[src/hdl/pdu_pkg.sv]
// Types, constants and byte-level UTF-8 decode functions for the percent decoder.
`timescale 1ns / 1ps
`default_nettype none

package pdu_pkg;

  localparam logic [15:0] UNIT_PERCENT = 16'h0025;
  localparam logic [15:0] UNIT_PLUS    = 16'h002B;
  localparam logic [15:0] UNIT_MAX_RAW = 16'h007F;
  localparam logic [7:0]  BYTE_PERCENT = 8'h25;
  localparam logic [7:0]  BYTE_SPACE   = 8'h20;
  localparam int unsigned MAX_RESULTS  = 4;

  localparam logic [1:0] PH_IDLE  = 2'd0;
  localparam logic [1:0] PH_PCT   = 2'd1;
  localparam logic [1:0] PH_DIGIT = 2'd2;

  localparam logic [2:0] RULE_ANY = 3'd0;
  localparam logic [2:0] RULE_E0  = 3'd1;
  localparam logic [2:0] RULE_ED  = 3'd2;
  localparam logic [2:0] RULE_F0  = 3'd3;
  localparam logic [2:0] RULE_F4  = 3'd4;

  localparam logic [1:0] ERR_NONE = 2'd0;
  localparam logic [1:0] ERR_RAW  = 2'd1;
  localparam logic [1:0] ERR_UTF8 = 2'd2;

  typedef struct packed {
    logic [1:0] phase;
    logic [6:0] held;
  } esc_state_t;

  typedef struct packed {
    logic [1:0]  cont;
    logic [20:0] acc;
    logic [2:0]  rule;
    logic [1:0]  err;
  } dec_state_t;

  typedef struct packed {
    dec_state_t  st;
    logic [1:0]  n;
    logic [15:0] u0;
    logic [15:0] u1;
  } feed_ret_t;

  typedef struct packed {
    logic [15:0] unit;
    logic        present;
    logic        eos;
    logic [1:0]  status;
  } result_t;

  typedef struct packed {
    result_t [MAX_RESULTS-1:0] res;
    logic [2:0]                count;
  } bundle_t;

  function automatic logic is_hex(logic [15:0] u);
    return (u >= 16'h0030 && u <= 16'h0039) || (u >= 16'h0041 && u <= 16'h0046) ||
           (u >= 16'h0061 && u <= 16'h0066);
  endfunction

  function automatic logic [3:0] nibble(logic [6:0] c);
    logic [6:0] v;
    if (c <= 7'h39) begin
      v = c - 7'h30;
    end else if (c <= 7'h46) begin
      v = c - 7'h37;
    end else begin
      v = c - 7'h57;
    end
    return v[3:0];
  endfunction

  function automatic feed_ret_t emit_cp(feed_ret_t r_in, logic [20:0] cp);
    feed_ret_t  r;
    logic [20:0] v;
    r = r_in;
    v = cp - 21'h010000;
    if (cp >= 21'h010000) begin
      r.n  = 2'd2;
      r.u0 = {6'b110110, v[19:10]};
      r.u1 = {6'b110111, v[9:0]};
    end else begin
      r.n  = 2'd1;
      r.u0 = cp[15:0];
    end
    return r;
  endfunction

  function automatic feed_ret_t feed_byte(dec_state_t s, logic [7:0] b);
    feed_ret_t   r;
    logic [7:0]  lo;
    logic [7:0]  hi;
    logic [20:0] acc;
    r    = '0;
    r.st = s;
    lo   = 8'h80;
    hi   = 8'hBF;
    acc  = {s.acc[14:0], b[5:0]};
    if (s.err == ERR_NONE) begin
      if (s.cont == 2'd0) begin
        if (b < 8'h80) begin
          r = emit_cp(r, {13'd0, b});
        end else if (b >= 8'hC2 && b <= 8'hDF) begin
          r.st.acc  = {16'd0, b[4:0]};
          r.st.cont = 2'd1;
          r.st.rule = RULE_ANY;
        end else if (b >= 8'hE0 && b <= 8'hEF) begin
          r.st.acc  = {17'd0, b[3:0]};
          r.st.cont = 2'd2;
          r.st.rule = (b == 8'hE0) ? RULE_E0 : (b == 8'hED) ? RULE_ED : RULE_ANY;
        end else if (b >= 8'hF0 && b <= 8'hF4) begin
          r.st.acc  = {18'd0, b[2:0]};
          r.st.cont = 2'd3;
          r.st.rule = (b == 8'hF0) ? RULE_F0 : (b == 8'hF4) ? RULE_F4 : RULE_ANY;
        end else begin
          r.st.err = ERR_UTF8;
        end
      end else begin
        case (s.rule)
          RULE_E0: lo = 8'hA0;
          RULE_ED: hi = 8'h9F;
          RULE_F0: lo = 8'h90;
          RULE_F4: hi = 8'h8F;
          default: ;
        endcase
        if (b < lo || b > hi) begin
          r.st.err  = ERR_UTF8;
          r.st.cont = 2'd0;
        end else begin
          r.st.acc  = acc;
          r.st.rule = RULE_ANY;
          r.st.cont = s.cont - 2'd1;
          if (s.cont == 2'd1) begin
            r = emit_cp(r, acc);
          end
        end
      end
    end
    return r;
  endfunction

endpackage

`default_nettype wire

[src/hdl/percent_decode_utf8_to_utf16.sv]
// Top level of the percent decoder with UTF-8 to UTF-16 conversion and result drain.
//
// Takes one UTF-16 code unit per cycle while item_stall is low. Each accepted unit is
// decoded in a single registered pass into a bundle of zero to four results, which are
// then delivered one per cycle while result_stall is low. The next item is taken in
// the cycle that the last result of the bundle leaves, or as soon as it is offered when
// no results are left. The final unit of a string adds an
// end-of-string result carrying the status (0 ok, 1 raw unit above 0x7F, 2 invalid
// UTF-8); on nonzero status the whole string is to be discarded.
`timescale 1ns / 1ps
`default_nettype none

module percent_decode_utf8_to_utf16 (
  input  logic        clk,
  input  logic        rst,
  input  logic        item_valid,
  output logic        item_stall,
  input  logic [15:0] code_unit,
  input  logic        is_final,
  output logic        result_valid,
  input  logic        result_stall,
  output logic [15:0] out_unit,
  output logic        unit_present,
  output logic        end_of_string,
  output logic [1:0]  status
);
  import pdu_pkg::*;

  esc_state_t esc;
  esc_state_t esc_next;
  dec_state_t dec;
  dec_state_t dec_next;
  bundle_t    bundle_next;
  result_t [MAX_RESULTS-1:0] slots;
  logic [2:0] left;
  logic [1:0] idx;
  logic       accept;
  logic       pop;
  result_t    cur;

  pdu_step u_step (
    .code_unit (code_unit),
    .is_final  (is_final),
    .esc       (esc),
    .dec       (dec),
    .esc_next  (esc_next),
    .dec_next  (dec_next),
    .bundle    (bundle_next)
  );

  assign result_valid = (left != 3'd0);
  assign pop          = result_valid && !result_stall;
  assign item_stall   = !((left == 3'd0) || (left == 3'd1 && !result_stall));
  assign accept       = item_valid && !item_stall;

  always_ff @(posedge clk) begin
    if (rst) begin
      esc  <= '0;
      dec  <= '0;
      left <= 3'd0;
      idx  <= 2'd0;
    end else if (accept) begin
      esc  <= esc_next;
      dec  <= dec_next;
      left <= bundle_next.count;
      idx  <= 2'd0;
    end else if (pop) begin
      left <= left - 3'd1;
      idx  <= idx + 2'd1;
    end
  end

  always_ff @(posedge clk) begin
    if (accept) begin
      slots <= bundle_next.res;
    end
  end

  assign cur           = slots[idx];
  assign out_unit      = cur.unit;
  assign unit_present  = cur.present;
  assign end_of_string = cur.eos;
  assign status        = cur.status;

endmodule

`default_nettype wire

[src/hdl/pdu_step.sv]
// Per-unit escape handling and UTF-8 to UTF-16 decode producing one result bundle.
`timescale 1ns / 1ps
`default_nettype none

module pdu_step (
  input  logic [15:0]         code_unit,
  input  logic                is_final,
  input  pdu_pkg::esc_state_t esc,
  input  pdu_pkg::dec_state_t dec,
  output pdu_pkg::esc_state_t esc_next,
  output pdu_pkg::dec_state_t dec_next,
  output pdu_pkg::bundle_t    bundle
);
  import pdu_pkg::*;

  logic [3:0][7:0] byte_q;
  logic [2:0]      nb;
  logic            raw_err;
  logic            hex;
  logic            in_escape;
  esc_state_t      esc_w;
  dec_state_t      d;
  feed_ret_t       fr;
  bundle_t         bun;

  assign hex       = is_hex(code_unit);
  assign in_escape = (esc.phase == PH_PCT) || (esc.phase == PH_DIGIT);

  always_comb begin
    byte_q  = '0;
    nb      = 3'd0;
    raw_err = 1'b0;
    esc_w.phase = PH_IDLE;
    esc_w.held  = esc.held;
    if (esc.phase == PH_PCT && hex) begin
      esc_w.held  = code_unit[6:0];
      esc_w.phase = PH_DIGIT;
    end else if (esc.phase == PH_DIGIT && hex) begin
      byte_q[nb[1:0]] = {nibble(esc.held), nibble(code_unit[6:0])};
      nb = nb + 3'd1;
    end else begin
      if (in_escape) begin
        byte_q[nb[1:0]] = BYTE_PERCENT;
        nb = nb + 3'd1;
      end
      if (esc.phase == PH_DIGIT) begin
        byte_q[nb[1:0]] = {1'b0, esc.held};
        nb = nb + 3'd1;
      end
      if (code_unit == UNIT_PERCENT) begin
        esc_w.phase = PH_PCT;
      end else if (code_unit == UNIT_PLUS) begin
        byte_q[nb[1:0]] = BYTE_SPACE;
        nb = nb + 3'd1;
      end else if (code_unit <= UNIT_MAX_RAW) begin
        byte_q[nb[1:0]] = code_unit[7:0];
        nb = nb + 3'd1;
      end else begin
        raw_err = 1'b1;
      end
    end
    if (is_final) begin
      if (esc_w.phase == PH_PCT || esc_w.phase == PH_DIGIT) begin
        byte_q[nb[1:0]] = BYTE_PERCENT;
        nb = nb + 3'd1;
      end
      if (esc_w.phase == PH_DIGIT) begin
        byte_q[nb[1:0]] = {1'b0, esc_w.held};
        nb = nb + 3'd1;
      end
    end
  end

  always_comb begin
    d   = dec;
    fr  = '0;
    bun = '0;
    for (int i = 0; i < 4; i++) begin
      if (3'(i) < nb) begin
        fr = feed_byte(d, byte_q[i]);
        d  = fr.st;
        for (int j = 0; j < 2; j++) begin
          if (2'(j) < fr.n && bun.count < 3'(MAX_RESULTS)) begin
            bun.res[bun.count[1:0]].unit    = (j == 0) ? fr.u0 : fr.u1;
            bun.res[bun.count[1:0]].present = 1'b1;
            bun.count = bun.count + 3'd1;
          end
        end
      end
    end
    if (raw_err) begin
      d.err = ERR_RAW;
    end
    esc_next = esc_w;
    dec_next = d;
    if (is_final) begin
      if (d.cont != 2'd0 && d.err == ERR_NONE) begin
        d.err = ERR_UTF8;
      end
      if (bun.count < 3'(MAX_RESULTS)) begin
        bun.res[bun.count[1:0]].eos    = 1'b1;
        bun.res[bun.count[1:0]].status = d.err;
        bun.count = bun.count + 3'd1;
      end
      esc_next = '0;
      dec_next = '0;
    end
    bundle = bun;
  end

endmodule

`default_nettype wire
[config.mk]
export PLATFORM = sky130hd
export DESIGN_NAME = percent_decode_utf8_to_utf16
export DESIGN_NICKNAME = d
export VERILOG_FILES = /design/src/hdl/pdu_pkg.sv /design/src/hdl/percent_decode_utf8_to_utf16.sv /design/src/hdl/pdu_step.sv
export SDC_FILE = /design/constraint.sdc
export NUM_CORES = 1
export LEC_CHECK = 0
export CORE_MARGIN = 2
export CORE_UTILIZATION = 40
export CTS_BUF_LIST = sky130_fd_sc_hd__clkbuf_4
export CTS_CLUSTER_DIAMETER = 50
export DETAILED_ROUTE_END_ITERATION = 7
export DONT_BUFFER_PORTS = 1
export HOLD_SLACK_MARGIN = 0.02
export PLACE_DENSITY = 0.52
export SLEW_MARGIN = 10
export SYNTH_ARGS = -nofsm -noshare
export SYNTH_HDL_FRONTEND = slang
export SYNTH_SLANG_ARGS = --single-unit
[constraint.sdc]
create_clock -name clk -period 20.9 [get_ports clk]
set_clock_uncertainty 0.2 [all_clocks]
set_input_delay 4.18 -clock clk [delete_from_list [all_inputs] [get_ports clk]]
set_output_delay 4.18 -clock clk [all_outputs]
set_load 0.02 [all_outputs]
==> results of run 1 <==
==> registers in the layout, summed over array words and instances (netlist names) <==
signal / count
esc: 9
idx: 2
dec: 22
slots: 80
left: 3
==> cells in the final DEF, fill, tap and decap left out, types with 5 or more instances in the layout <==
cell type	Yosys	routed
or3_1	7	7
o22ai_1	22	22
a21o_1	9	9
dfxtp_1	36	35
and3_1	19	19
a22oi_1	10	10
edfxtp_1	80	80
conb_1	1	19
and2_1	18	18
ha_1	42	42
nor2b_1	9	9
or2_2	5	5
o21bai_1	8	8
nand3_1	43	43
mux2i_1	11	11
a22o_1	24	24
clkinv_2	0	5
nor3_1	10	10
a21oi_1	57	57
nand2b_1	11	11
inv_1	50	49
mux4_2	20	20
o211ai_1	10	10
nor4_1	8	8
nor4b_1	6	5
nand4_1	11	11
o21ai_0	51	51
clkbuf_4	0	17
o21ai_1	21	21
nand2_1	88	88
a31oi_1	11	11
buf_4	1	8
o21a_1	8	8
nor2_1	62	62
o21ai_2	7	7
==> cell type report <==
type / instances / area, sq um
Timing Repair Buffer: 8 / 60.06
Tap cell: 275 / 344.1
Inverter: 54 / 203.9
Fill cell: 2070 / 11910
Sequential cell: 116 / 3124
Clock inverter: 15 / 156.4
Antenna cell: 1 / 2.502
Multi-Input combinational cell: 726 / 5095
Clock buffer: 17 / 127.6
==> metrics by stage <==
step	hold slack [ns]	worst slack, ns	util, %
after global routing	0.3062	6.591	43.35
after detailed placement	0.2676	7.094	41.99
after CTS	0.2964	7.643	43.34
after global placement	0.2649	7.214	41.99
after floorplan	0.2506	8.444	-
final	0.2893	7.424	43.35
==> power groups by stage <==
stage                     Clock [mW]  Sequential, mW  Combinational, mW
final                          0.165           0.287             0.0750
after global placement             0           0.293             0.0760
after CTS                      0.172           0.288             0.0762
after detailed placement           0           0.294             0.0762
after global routing           0.181           0.291             0.0816
after floorplan                    0           0.288             0.0690
==> worst max-delay path: cells and delay by family <==
kind,cells,cell delay (ns)
and+or+nand+nor,15,3.50
buffers and inverters,4,0.85
adders and majority gates,7,1.85
muxes,1,0.23
AOI/OAI and AO/OA,14,3.06
==> worst max path at each step <==
| stage | start | to | slack, ns |
|---|---|---|---|
| final | code_unit[8] | left[1] | 7.42 |
| after floorplan | code_unit[1] | left[1] | 8.44 |
| after global routing | code_unit[1] | left[1] | 6.59 |
| after global placement | code_unit[8] | left[1] | 7.21 |
| after CTS | code_unit[8] | left[1] | 7.64 |
| after detailed placement | code_unit[8] | left[1] | 7.09 |
==> metal layers <==
metal | GRT usage (%) | vias to the layer above | wire length (microns)
li1 | - | 3489 | -
met1 | 34.97 | 3518 | 12210
met2 | 35.23 | 281 | 11290
met3 | 3.848 | 46 | 1611
met4 | 7.406 | 0 | 596
met5 | 0 | - | 0
==> cells by family after synthesis <==
| group | count (synthesis) | share of synthesized area, % |
|---|---|---|
| buf+inv | 102 | 5.061 |
| fa+ha+maj | 42 | 6.126 |
| compound gates | 293 | 23.91 |
| other cells | 1 | 0.04372 |
| flops | 116 | 36.41 |
| xor+xnor | 8 | 0.8167 |
| mux | 34 | 6.928 |
| simple gates | 330 | 20.71 |
==> summary.txt, run 1 <==
Setup path
  – Worst path required time: 21.12 ns
  – Critical path type: in2reg
  – R2R depth: 41
  – Reg-to-Reg Start: esc[8]
  – CP Data Arrival Time: 13.70 ns
  – CP max stage delay: 0.68 ns
  – Most frequent CP cell: ha_1
  – Worst path slowest cell: or4_1
  – Critical path endpoint category: register
  – Startpoint Class: input port
  – Max FO, Critical Path: 18
  – Critical R2R Capture: left[1]
  – R2R Setup Slk: 11.38 ns

Placement
  – GP Congestion: 0.9555
  – Hpwl dp: ~19 mm
  – Port Buffers: 0
  – Placed cells: 1179
  – Cell Area, Placed: 8827 sq um

Run
  – Max-Cap Viols: 0

Synthesis
  – Yosys cell types: 101
  – Top cell type's share of synthesized area: about 28%
  – Synth Flop Type: edfxtp_1
  – Most common cell in the netlist: nand2_1
  – Synth area leaders: edfxtp_1 28%, dfxtp_1 8.4%, ha_1 6.1%
  – Syn Inst Count: 926
  – Async S/R FF share, synth: 0%
  – #FFs+latches synth: 116
  – Commonest cells post-synth: 88 x nand2_1, 80 x edfxtp_1, 62 x nor2_1
  – Synth area leader: edfxtp_1
  – Post-Syn Area: 8578 sq um
  – Synth Warn #: 0
  – EDFF count, synth: 80
  – Seq/Total Area, Yosys: around 36%
  – Avg Cell Area, Syn: ~9.3 sq um

CTS
  – Clock Latency Late Sink: 0.53 ns
  – CTS root buf: clkbuf_4
  – # resized after CTS: 0
  – Post-CTS Setup Repair Bufs: 0
  – # clock sinks: between 100 and 150
  – Max clock buf depth: 2
  – CTS buffer count: 17
  – Hold bufs inserted after CTS: 0
  – TritonCTS clock tree: yes
  – CTS H-tree lvls: 4
  – Clock Pin Slew Worst Setup and Hold Paths: 0.11 ns

Power and ir drop
  – Peak supply drop: around 0.032 mV
  – Clock power share: 31.3%
  – Gate power share: 14.2%
  – Internal: 0.3732 mW
  – Reg power frac: 54.4%
  – Switching Fraction: 29.30%
  – Final Total Pwr: around 0.53 mW
  – PwrDens: 57.91 nW/um^2
  – Leak: 3.265 nW
  – Switching power: about 0.15 mW

Die
  – IO Count: 43
  – Initial core utilization: 40.81%
  – Die width: approximately 150 microns
  – Die Span Y: 150.4 microns
  – # rows: 53
  – Core Region: 21020 sq um
  – Die ar.: 22630 sq um

Timing
  – Setup TNS: 0 ns
  – Crit share post-route: roughly 64%
  – Fin. max-slew vios: 0
  – Final hold violations: 0
  – Slew @ Worst Pin: 1.180 ns
  – Crit path time final: approximately 13 ns
  – RSZ-0062 raised after global routing: no
  – Peak Freq: about 0.074 GHz
  – Worst relative slew slack: 20.70%
  – Final setup viols: 0

Detailed routing
  – Iteration-0 DRC Markers: 711
  – WL final: 25.71 mm
  – Avg WL per Cell: 21.21 microns
  – Vias per Instance: between 6 and 7
  – DRC viols: 0
  – Via count: 7334
  – 1st-pass router iterations: 5
  – Post-route antenna net violation count: 0

Run status
  – Status: completed

Final layout
  – Layout cells sized above 1: 12.07%
  – Final cell count without fillers: 1212
  – Area Growth Syn to Fin: 6.243%
  – Final Cell Area: 9114 sq um
  – Nets: 986

GRT
  – Initial antenna violation count: 1
  – GR Overflow Total: 0
  – Number of global-route vias before repair: slightly above 7000
  – Total GRT Usage: 23.65%
  – First-pass GRT wire length: 40.95 mm
  – Pin count of the biggest net entering global routing: between 50 and 60

Min path
  – Hold Path Stages: 1
  – Hold_sp: dec[19]
  – Hold Path End: dec[19]
  – Min-Delay Path Class: reg2reg
No activity file was read; power rests on OpenSTA's default activity.
==> run 2: changes to the inputs <==
--- a/config.mk
+++ b/config.mk
@@ -5,6 +5,7 @@
 export SDC_FILE = /design/constraint.sdc
 export NUM_CORES = 1
 export LEC_CHECK = 0
+export ABC_AREA = 1
 export CORE_MARGIN = 2
 export CORE_UTILIZATION = 40
 export CTS_BUF_LIST = sky130_fd_sc_hd__clkbuf_4
==> constraint.sdc (replaced) <==
create_clock -name clk -period 14.1 [get_ports clk]
set_clock_uncertainty 0.2 [all_clocks]
set_input_delay 2.82 -clock clk [delete_from_list [all_inputs] [get_ports clk]]
set_output_delay 2.82 -clock clk [all_outputs]
set_load 0.02 [all_outputs]
==> run 2 against run 1 <==
Compared with the run above: combinational power grew to 3.4 times the previous value; sequential power grew 64%; utilization grew 0.16 points; routed wire length grew 15%; sequential share of layout area shrank 1.5 points; design area grew 4.5%; global-route usage grew 1.6 points; sequential cell count is the same; first-iteration DRC count grew 51%; clock-buffer cell count is the same; critical path type unchanged; largest power group unchanged.
==> summary.txt, run 2 <==
Run status
  – Status: completed (unchanged)

Timing
  – Final setup viols: 0 (unchanged)
  – Final hold violations: 0 (unchanged)
  – RSZ-0062 raised after global routing: no (unchanged)
  – Final worst slack: 3.456 ns (was 7.424 ns)
  – Slew @ Worst Pin: 0.9462 ns (was 1.180 ns)
  – Crit path time final: 10.64 ns
  – Setup TNS: 0 ns (unchanged)
  – Peak Freq: 0.09395 GHz
  – Fin. max-slew vios: 0 (unchanged)
  – Worst relative slew slack: 36.53% (was 20.70%)
  – Crit share post-route: approximately 75%

CTS
  – # clock sinks: 116 (unchanged)
  – # resized after CTS: 0 (unchanged)
  – Clock Latency Late Sink: 0.55 ns (was 0.53 ns)
  – Hold bufs inserted after CTS: 0 (unchanged)
  – Max clock buf depth: 2 (unchanged)
  – CTS buffer count: 17 (unchanged)
  – TritonCTS clock tree: yes (unchanged)
  – Post-CTS Setup Repair Bufs: 0 (unchanged)
  – CTS H-tree lvls: 4 (unchanged)
  – CTS root buf: clkbuf_4 (unchanged)
  – Clock Pin Slew Worst Setup and Hold Paths: 0.13 ns (was 0.11 ns)

Placement
  – GP Congestion: 0.9969 (was 0.9555)
  – Port Buffers: 0 (unchanged)
  – Worst slack, placed: 3.023 ns (was 7.094 ns)
  – Hpwl dp: 22.15 mm (was 19.18 mm)

Min path
  – Min-Delay Path Class: reg2reg (unchanged)
  – Hold_sp: dec[19] (unchanged)

GRT
  – Total GRT Usage: 25.20% (was 23.65%)
  – First-pass GRT wire length: 46.79 mm (was 40.95 mm)
  – Initial antenna violation count: 1 (unchanged)
  – Number of global-route vias before repair: 8221 (was 7071)
  – Pin count of the biggest net entering global routing: 67 (was 58)
  – GR Overflow Total: 0 (unchanged)

Detailed routing
  – DRC viols: 0 (unchanged)
  – Via count: 8756 (was 7334)
  – 1st-pass router iterations: 5 (unchanged)
  – WL final: 29.54 mm (was 25.71 mm)
  – Avg WL per Cell: 19.04 microns (was 21.21 microns)
  – Iteration-0 DRC Markers: 1075 (was 711)
  – Vias per Instance: 5.642 (was 6.051)
  – Post-route antenna net violation count: 0 (unchanged)

Power and ir drop
  – Internal: 0.6189 mW (was 0.3732 mW)
  – Leak: 4.073 nW (was 3.265 nW)
  – Gate power share: 25.6% (was 14.2%)
  – Switching Fraction: 38.62% (was 29.30%)
  – PwrDens: 105.9 nW/um^2 (was 57.91 nW/um^2)
  – Switching power: 0.3894 mW (was 0.1546 mW)
  – Peak supply drop: 0.04763 mV (was 0.03237 mV)
  – Clock power share: 27.8% (was 31.3%)
  – Reg power frac: 46.6% (was 54.4%)

Die
  – IO Count: 43 (unchanged)
  – # rows: 54 (was 53)
  – Die Span Y: 153.5 microns (was 150.4 microns)
  – Initial core utilization: 40.83% (was 40.81%)
  – Die width: 153.5 microns (was 150.4 microns)
  – Core Region: 21890 sq um (was 21020 sq um)
  – Die ar.: 23560 sq um (was 22630 sq um)

Final layout
  – Commonest non-fill, non-tap cell in the layout: nand2_1 (unchanged)
  – Area Growth Syn to Fin: 6.565% (was 6.243%)
  – Most frequent cells in the layout: 244 x nand2_1, 169 x inv_1, 152 x nor2_1 (was 88 x nand2_1, 80 x edfxtp_1, 62 x nor2_1)
  – Max reg flops: 80 (unchanged)
  – Top Registers: slots: 80 flops, dec: 22 flops, esc: 9 flops (unchanged)
  – Nets: 1321 (was 986)
  – Largest Register: slots (unchanged)
  – Layout cells sized above 1: 7.474% (was 12.07%)

Setup path
  – Critical path endpoint category: register (unchanged)
  – Beginning of the critical path: code_unit[14] (was code_unit[8])
  – Reg-to-Reg Start: esc[8] (unchanged)
  – Critical path type: in2reg (unchanged)
  – CP Data Arrival Time: 10.90 ns (was 13.70 ns)
  – Max FO, Critical Path: 21 (was 18)
  – Worst path required time: 14.36 ns (was 21.12 ns)
  – Startpoint Class: input port (unchanged)
  – CP max stage delay: 0.39 ns (was 0.68 ns)
  – Most frequent CP cell: nand2_1 (was ha_1)
  – Worst path slowest cell: nor2_4 (was or4_1)

Synthesis
  – Synth Flop Type: edfxtp_1 (unchanged)
  – Yosys cell types: 62 (was 101)
  – Synth area leader: edfxtp_1 (unchanged)
  – Syn Inst Count: 1253 (was 926)
  – Avg Cell Area, Syn: 7.134 sq um (was 9.264 sq um)
  – Async S/R FF share, synth: 0% (unchanged)
  – Most common cell in the netlist: nand2_1 (unchanged)
  – Post-Syn Area: 8939 sq um (was 8578 sq um)
  – Seq/Total Area, Yosys: 34.94% (was 36.41%)
  – Top cell type's share of synthesized area: 26.88% (was 28.00%)
  – Synth area leaders: edfxtp_1 27%, nand2_1 10%, dfxtp_1 8.1% (was edfxtp_1 28%, dfxtp_1 8.4%, ha_1 6.1%)
  – Commonest cells post-synth: 244 x nand2_1, 170 x inv_1, 152 x nor2_1 (was 88 x nand2_1, 80 x edfxtp_1, 62 x nor2_1)
  – #FFs+latches synth: 116 (unchanged)
  – Synth Warn #: 0 (unchanged)
  – EDFF count, synth: 80 (unchanged)

Run
  – Max-Cap Viols: 0 (unchanged)
==> run 2: cell types whose count changed in the layout (fill, tap and decap cells not counted), moves of 17 or more <==
| cell | previous run | this run |
|---|---|---|
| nand2_1 | 88 | 244 |
| inv_1 | 49 | 169 |
| nor2_1 | 62 | 152 |
| o21ai_0 | 51 | 106 |
| nand3_1 | 43 | 87 |
| o22ai_1 | 22 | 62 |
| a22o_1 | 24 | 0 |
| mux4_2 | 20 | 0 |
| and2_1 | 18 | 0 |
| and3_1 | 19 | 1 |
| nor3_1 | 10 | 27 |
==> run 2: power groups by stage <==
stage	clock network [mW]	logic [mW]	registers [mW]
5_1_grt	0.302	0.288	0.477
6_report	0.280	0.258	0.470
4_1_cts	0.287	0.263	0.471
2_1_floorplan	0	0.203	0.477
3_5_place_dp	0	0.263	0.479
3_3_place_gp	0	0.264	0.478
==> run 2: worst max-delay path, delay by kind of cell <==
kind            cells  cell delay [ns]
buf+inv            13             1.60
fa+ha+maj           5             1.16
compound gates      4             0.83
simple gates       30             4.44
==> run 2: worst paths after layout <==
path | endpoint | slack [ns] | depth (start not counted)
max | left[0] | 3.46 | 52
min | dec[19] | 0.28 | 2
max reg2reg | left[0] | 5.60 | 51
min reg2reg | dec[19] | 0.28 | 2
==> run 2: stage by stage <==
stage               hold WS [ns]  std cells  area (sq um)  power (mW)  utilization (%)
detailed placement        0.2652       1519          9208      0.7418            42.06
global route              0.3007       1552          9525       1.067            43.51
global placement          0.2637       1519          9208      0.7415            42.06
floorplan                 0.2437       1271          9006      0.6800                -
finish                    0.2798       1552          9525       1.008            43.51
CTS                       0.2834       1551          9523       1.021            43.50
==> run 2: cell type report <==
class	count	area, sq um
fill	2339	12370
multi-input combinational	932	4991
sequential	116	3123
inverter	185	698.2
tap	280	350.3
clock inverter	15	187.7
clock buffer	17	127.6
timing repair buffer	6	45.04
antenna	1	2.502
==> run 2: cells by family after synthesis <==
kind of cell	count (synthesis)	synth area share, %
compound gates	292	19.36
xor+xnor	9	0.8819
fa+ha+maj	42	5.879
buf+inv	223	9.980
flops	116	34.94
other cells	1	0.04195
simple gates	570	28.92
==> run 2: layer usage <==
layer,up-vias,global-route usage [%],part of all wire (%),routed length [microns]
met5,-,0,0,0
met2,378,36.89,43,12580
met3,61,4.707,7.5,2210
li1,4244,-,-,-
met1,4073,37.00,47,13780
met4,0,9.000,3.3,971
==> run 3: changes to the inputs <==
--- a/config.mk
+++ b/config.mk
@@ -5,7 +5,7 @@
 export SDC_FILE = /design/constraint.sdc
 export NUM_CORES = 1
 export LEC_CHECK = 0
-export ABC_AREA = 1
+export ABC_AREA = 0
 export CORE_MARGIN = 2
 export CORE_UTILIZATION = 40
 export CTS_BUF_LIST = sky130_fd_sc_hd__clkbuf_4
@@ -13,7 +13,7 @@
 export DETAILED_ROUTE_END_ITERATION = 7
 export DONT_BUFFER_PORTS = 1
 export HOLD_SLACK_MARGIN = 0.02
-export PLACE_DENSITY = 0.52
+export PLACE_DENSITY = 0.54
 export SLEW_MARGIN = 10
 export SYNTH_ARGS = -nofsm -noshare
 export SYNTH_HDL_FRONTEND = slang
==> constraint.sdc (replaced) <==
create_clock -name clk -period 9.4 [get_ports clk]
set_clock_uncertainty 0.2 [all_clocks]
set_input_delay 1.88 -clock clk [delete_from_list [all_inputs] [get_ports clk]]
set_output_delay 1.88 -clock clk [all_outputs]
set_load 0.02 [all_outputs]
==> run 3 against run 2 <==
Compared with the run above: combinational power down 34%; utilization up 2.0 points; cell count down 19%; clock power up 33%; worst setup slack worse by 2.9 ns; sequential power up 36%.
==> summary.txt, run 3 (synthesized netlist as in run 1, its figures left out) <==
Die
  – Core Region: 21020 sq um (was 21890 sq um)
  – Initial core utilization: 40.81% (was 40.83%)
  – Die Span Y: 150.4 microns (was 153.5 microns)
  – Die width: 150.4 microns (was 153.5 microns)
  – IO Count: 43 (unchanged)
  – # rows: 53 (was 54)
  – Die ar.: 22630 sq um (was 23560 sq um)

Detailed routing
  – 1st-pass router iterations: 5 (unchanged)
  – WL final: 26.75 mm (was 29.54 mm)
  – DRC viols: 0 (unchanged)
  – Vias per Instance: 5.999 (was 5.642)
  – Avg WL per Cell: 21.21 microns (was 19.04 microns)
  – Via count: 7565 (was 8756)
  – Post-route antenna net violation count: 0 (unchanged)
  – Iteration-0 DRC Markers: 677 (was 1075)

Setup path
  – WP depth: 39 (was 52)
  – Most frequent CP cell: ha_1 (was nand2_1)
  – CP endpoint: slots[61] (was left[0])
  – R2R depth: 41 (was 51)
  – CP Data Arrival Time: 8.92 ns (was 10.90 ns)
  – Max FO, Critical Path: 5 (was 21)
  – Crit path buffers/inverters: 2 (was 13)
  – Beginning of the critical path: code_unit[8] (was code_unit[14])
  – Critical path endpoint category: register (unchanged)
  – CP max stage delay: 0.60 ns (was 0.39 ns)
  – Reg-to-Reg Start: esc[7] (was esc[8])
  – Startpoint Class: input port (unchanged)
  – Worst path required time: 9.47 ns (was 14.36 ns)
  – R2R Setup Slk: 1.78 ns (was 5.60 ns)
  – Cell family with the largest share of critical-path delay: simple AND/OR/NAND/NOR gates (unchanged)
  – Worst path slowest cell: or4_1 (was nor2_4)
  – Critical path type: in2reg (unchanged)
  – Critical R2R Capture: slots[61] (was left[0])

Final layout
  – Most frequent cells in the layout: 87 x nand2_1, 80 x edfxtp_1, 62 x nor2_1 (was 244 x nand2_1, 169 x inv_1, 152 x nor2_1)
  – Final cell count without fillers: 1261 (was 1552)
  – Nets: 1035 (was 1321)
  – Max reg flops: 80 (unchanged)
  – Top Registers: slots: 80 flops, dec: 22 flops, esc: 9 flops (unchanged)
  – Largest Register: slots (unchanged)
  – Area Growth Syn to Fin: 11.46% (was 6.565%)
  – Layout cells sized above 1: 18.17% (was 7.474%)
  – Filler cell count: 2052 (was 2339)
  – Commonest non-fill, non-tap cell in the layout: nand2_1 (unchanged)
  – Final Util: 45.49% (was 43.51%)

Min path
  – Min-Delay Path Class: reg2reg (unchanged)

CTS
  – Clock Pin Slew Worst Setup and Hold Paths: 0.11 ns (was 0.13 ns)
  – # clock sinks: 116 (unchanged)
  – Clock Latency Late Sink: 0.54 ns (was 0.55 ns)
  – Max clock buf depth: 2 (unchanged)
  – CTS H-tree lvls: 4 (unchanged)
  – CTS root buf: clkbuf_4 (unchanged)
  – CTS buffer count: 17 (unchanged)
  – TritonCTS clock tree: yes (unchanged)

GRT
  – GR Overflow Total: 0 (unchanged)
  – Initial antenna violation count: 1 (unchanged)
  – First-pass GRT wire length: 42.24 mm (was 46.79 mm)
  – Number of global-route vias before repair: 7136 (was 8221)
  – Total GRT Usage: 24.50% (was 25.20%)
  – Pin count of the biggest net entering global routing: 55 (was 67)

Timing
  – Peak Freq: 0.1130 GHz
  – RSZ-0062 raised after global routing: no (unchanged)
  – Worst relative slew slack: 22.55% (was 36.53%)
  – Final hold violations: 0 (unchanged)
  – Crit share post-route: between 90% and 100%
  – Setup TNS: 0 ns (unchanged)
  – Fin. max-slew vios: 0 (unchanged)
  – Final setup viols: 0 (unchanged)
  – Crit path time final: between 8 and 9 ns
  – Slew @ Worst Pin: 1.160 ns (was 0.9462 ns)

Placement
  – Port Buffers: 0 (unchanged)
  – Hpwl dp: 20.34 mm (was 22.15 mm)
  – GP Congestion: 0.9491 (was 0.9969)
  – Placed cells: 1227 (was 1519)

Run
  – Max-Cap Viols: 0 (unchanged)

Power and ir drop
  – Peak supply drop: 0.07100 mV (was 0.04763 mV)
  – Leak: 3.516 nW (was 4.073 nW)
  – PwrDens: 123.6 nW/um^2 (was 105.9 nW/um^2)

Run status
  – Status: completed (unchanged)
[run 3: per-stage QoR]
stage	area [sq um]	power, mW	setup slack (ns)	hold slack, ns
6_report	9562	1.182	0.5497	0.3078
5_1_grt	9559	1.237	0.01699	0.3165
4_1_cts	9549	1.197	0.4731	0.3015
3_5_place_dp	9265	0.8278	-0.09213	0.2710
3_3_place_gp	9265	0.8238	0.1504	0.2672
2_1_floorplan	8731	0.7953	0.009159	0.2506
[run 3: area by class of cell]
class,count,area (sq um),share of cell area [%]
well taps,275,344.1,3.599
inverters,54,209.0,2.185
clock inverters,15,156.4,1.636
multi-input cells,726,5170,54.07
flip-flops and latches,116,3124,32.67
clock buffers,17,127.6,1.335
diodes,1,2.502,0.02617
repair buffers,57,427.9,4.475
[run 3: routing by layer]
metal  track usage (%)  wire, microns
met1             35.99          12650
met5                 0              0
met3             3.788           1697
met2             36.84          11760
met4             7.783            642
[run 3: worst min-delay path by stage]
stage,startpoint,to,slack (ns),cells past startpoint
final,dec[19],dec[19],0.31,1
after global routing,dec[19],dec[19],0.32,1
after CTS,dec[19],dec[19],0.30,1
after detailed placement,dec[19],dec[19],0.27,1
after global placement,dec[19],dec[19],0.27,1
after floorplan,dec[19],dec[19],0.25,1
[run 3: where the power goes]
group	internal (mW)	switching [mW]
combinational	0.0567	0.114
clock	0.159	0.212
sequential	0.616	0.0236
total	0.832	0.350
[run 3: what timing repair did]
item	4_1_cts	5_1_grt
setup endpoints to repair	0	6
setup buffers	0	1
hold endpoints to repair	0	0
hold buffers	0	0
gates resized for setup	0	3
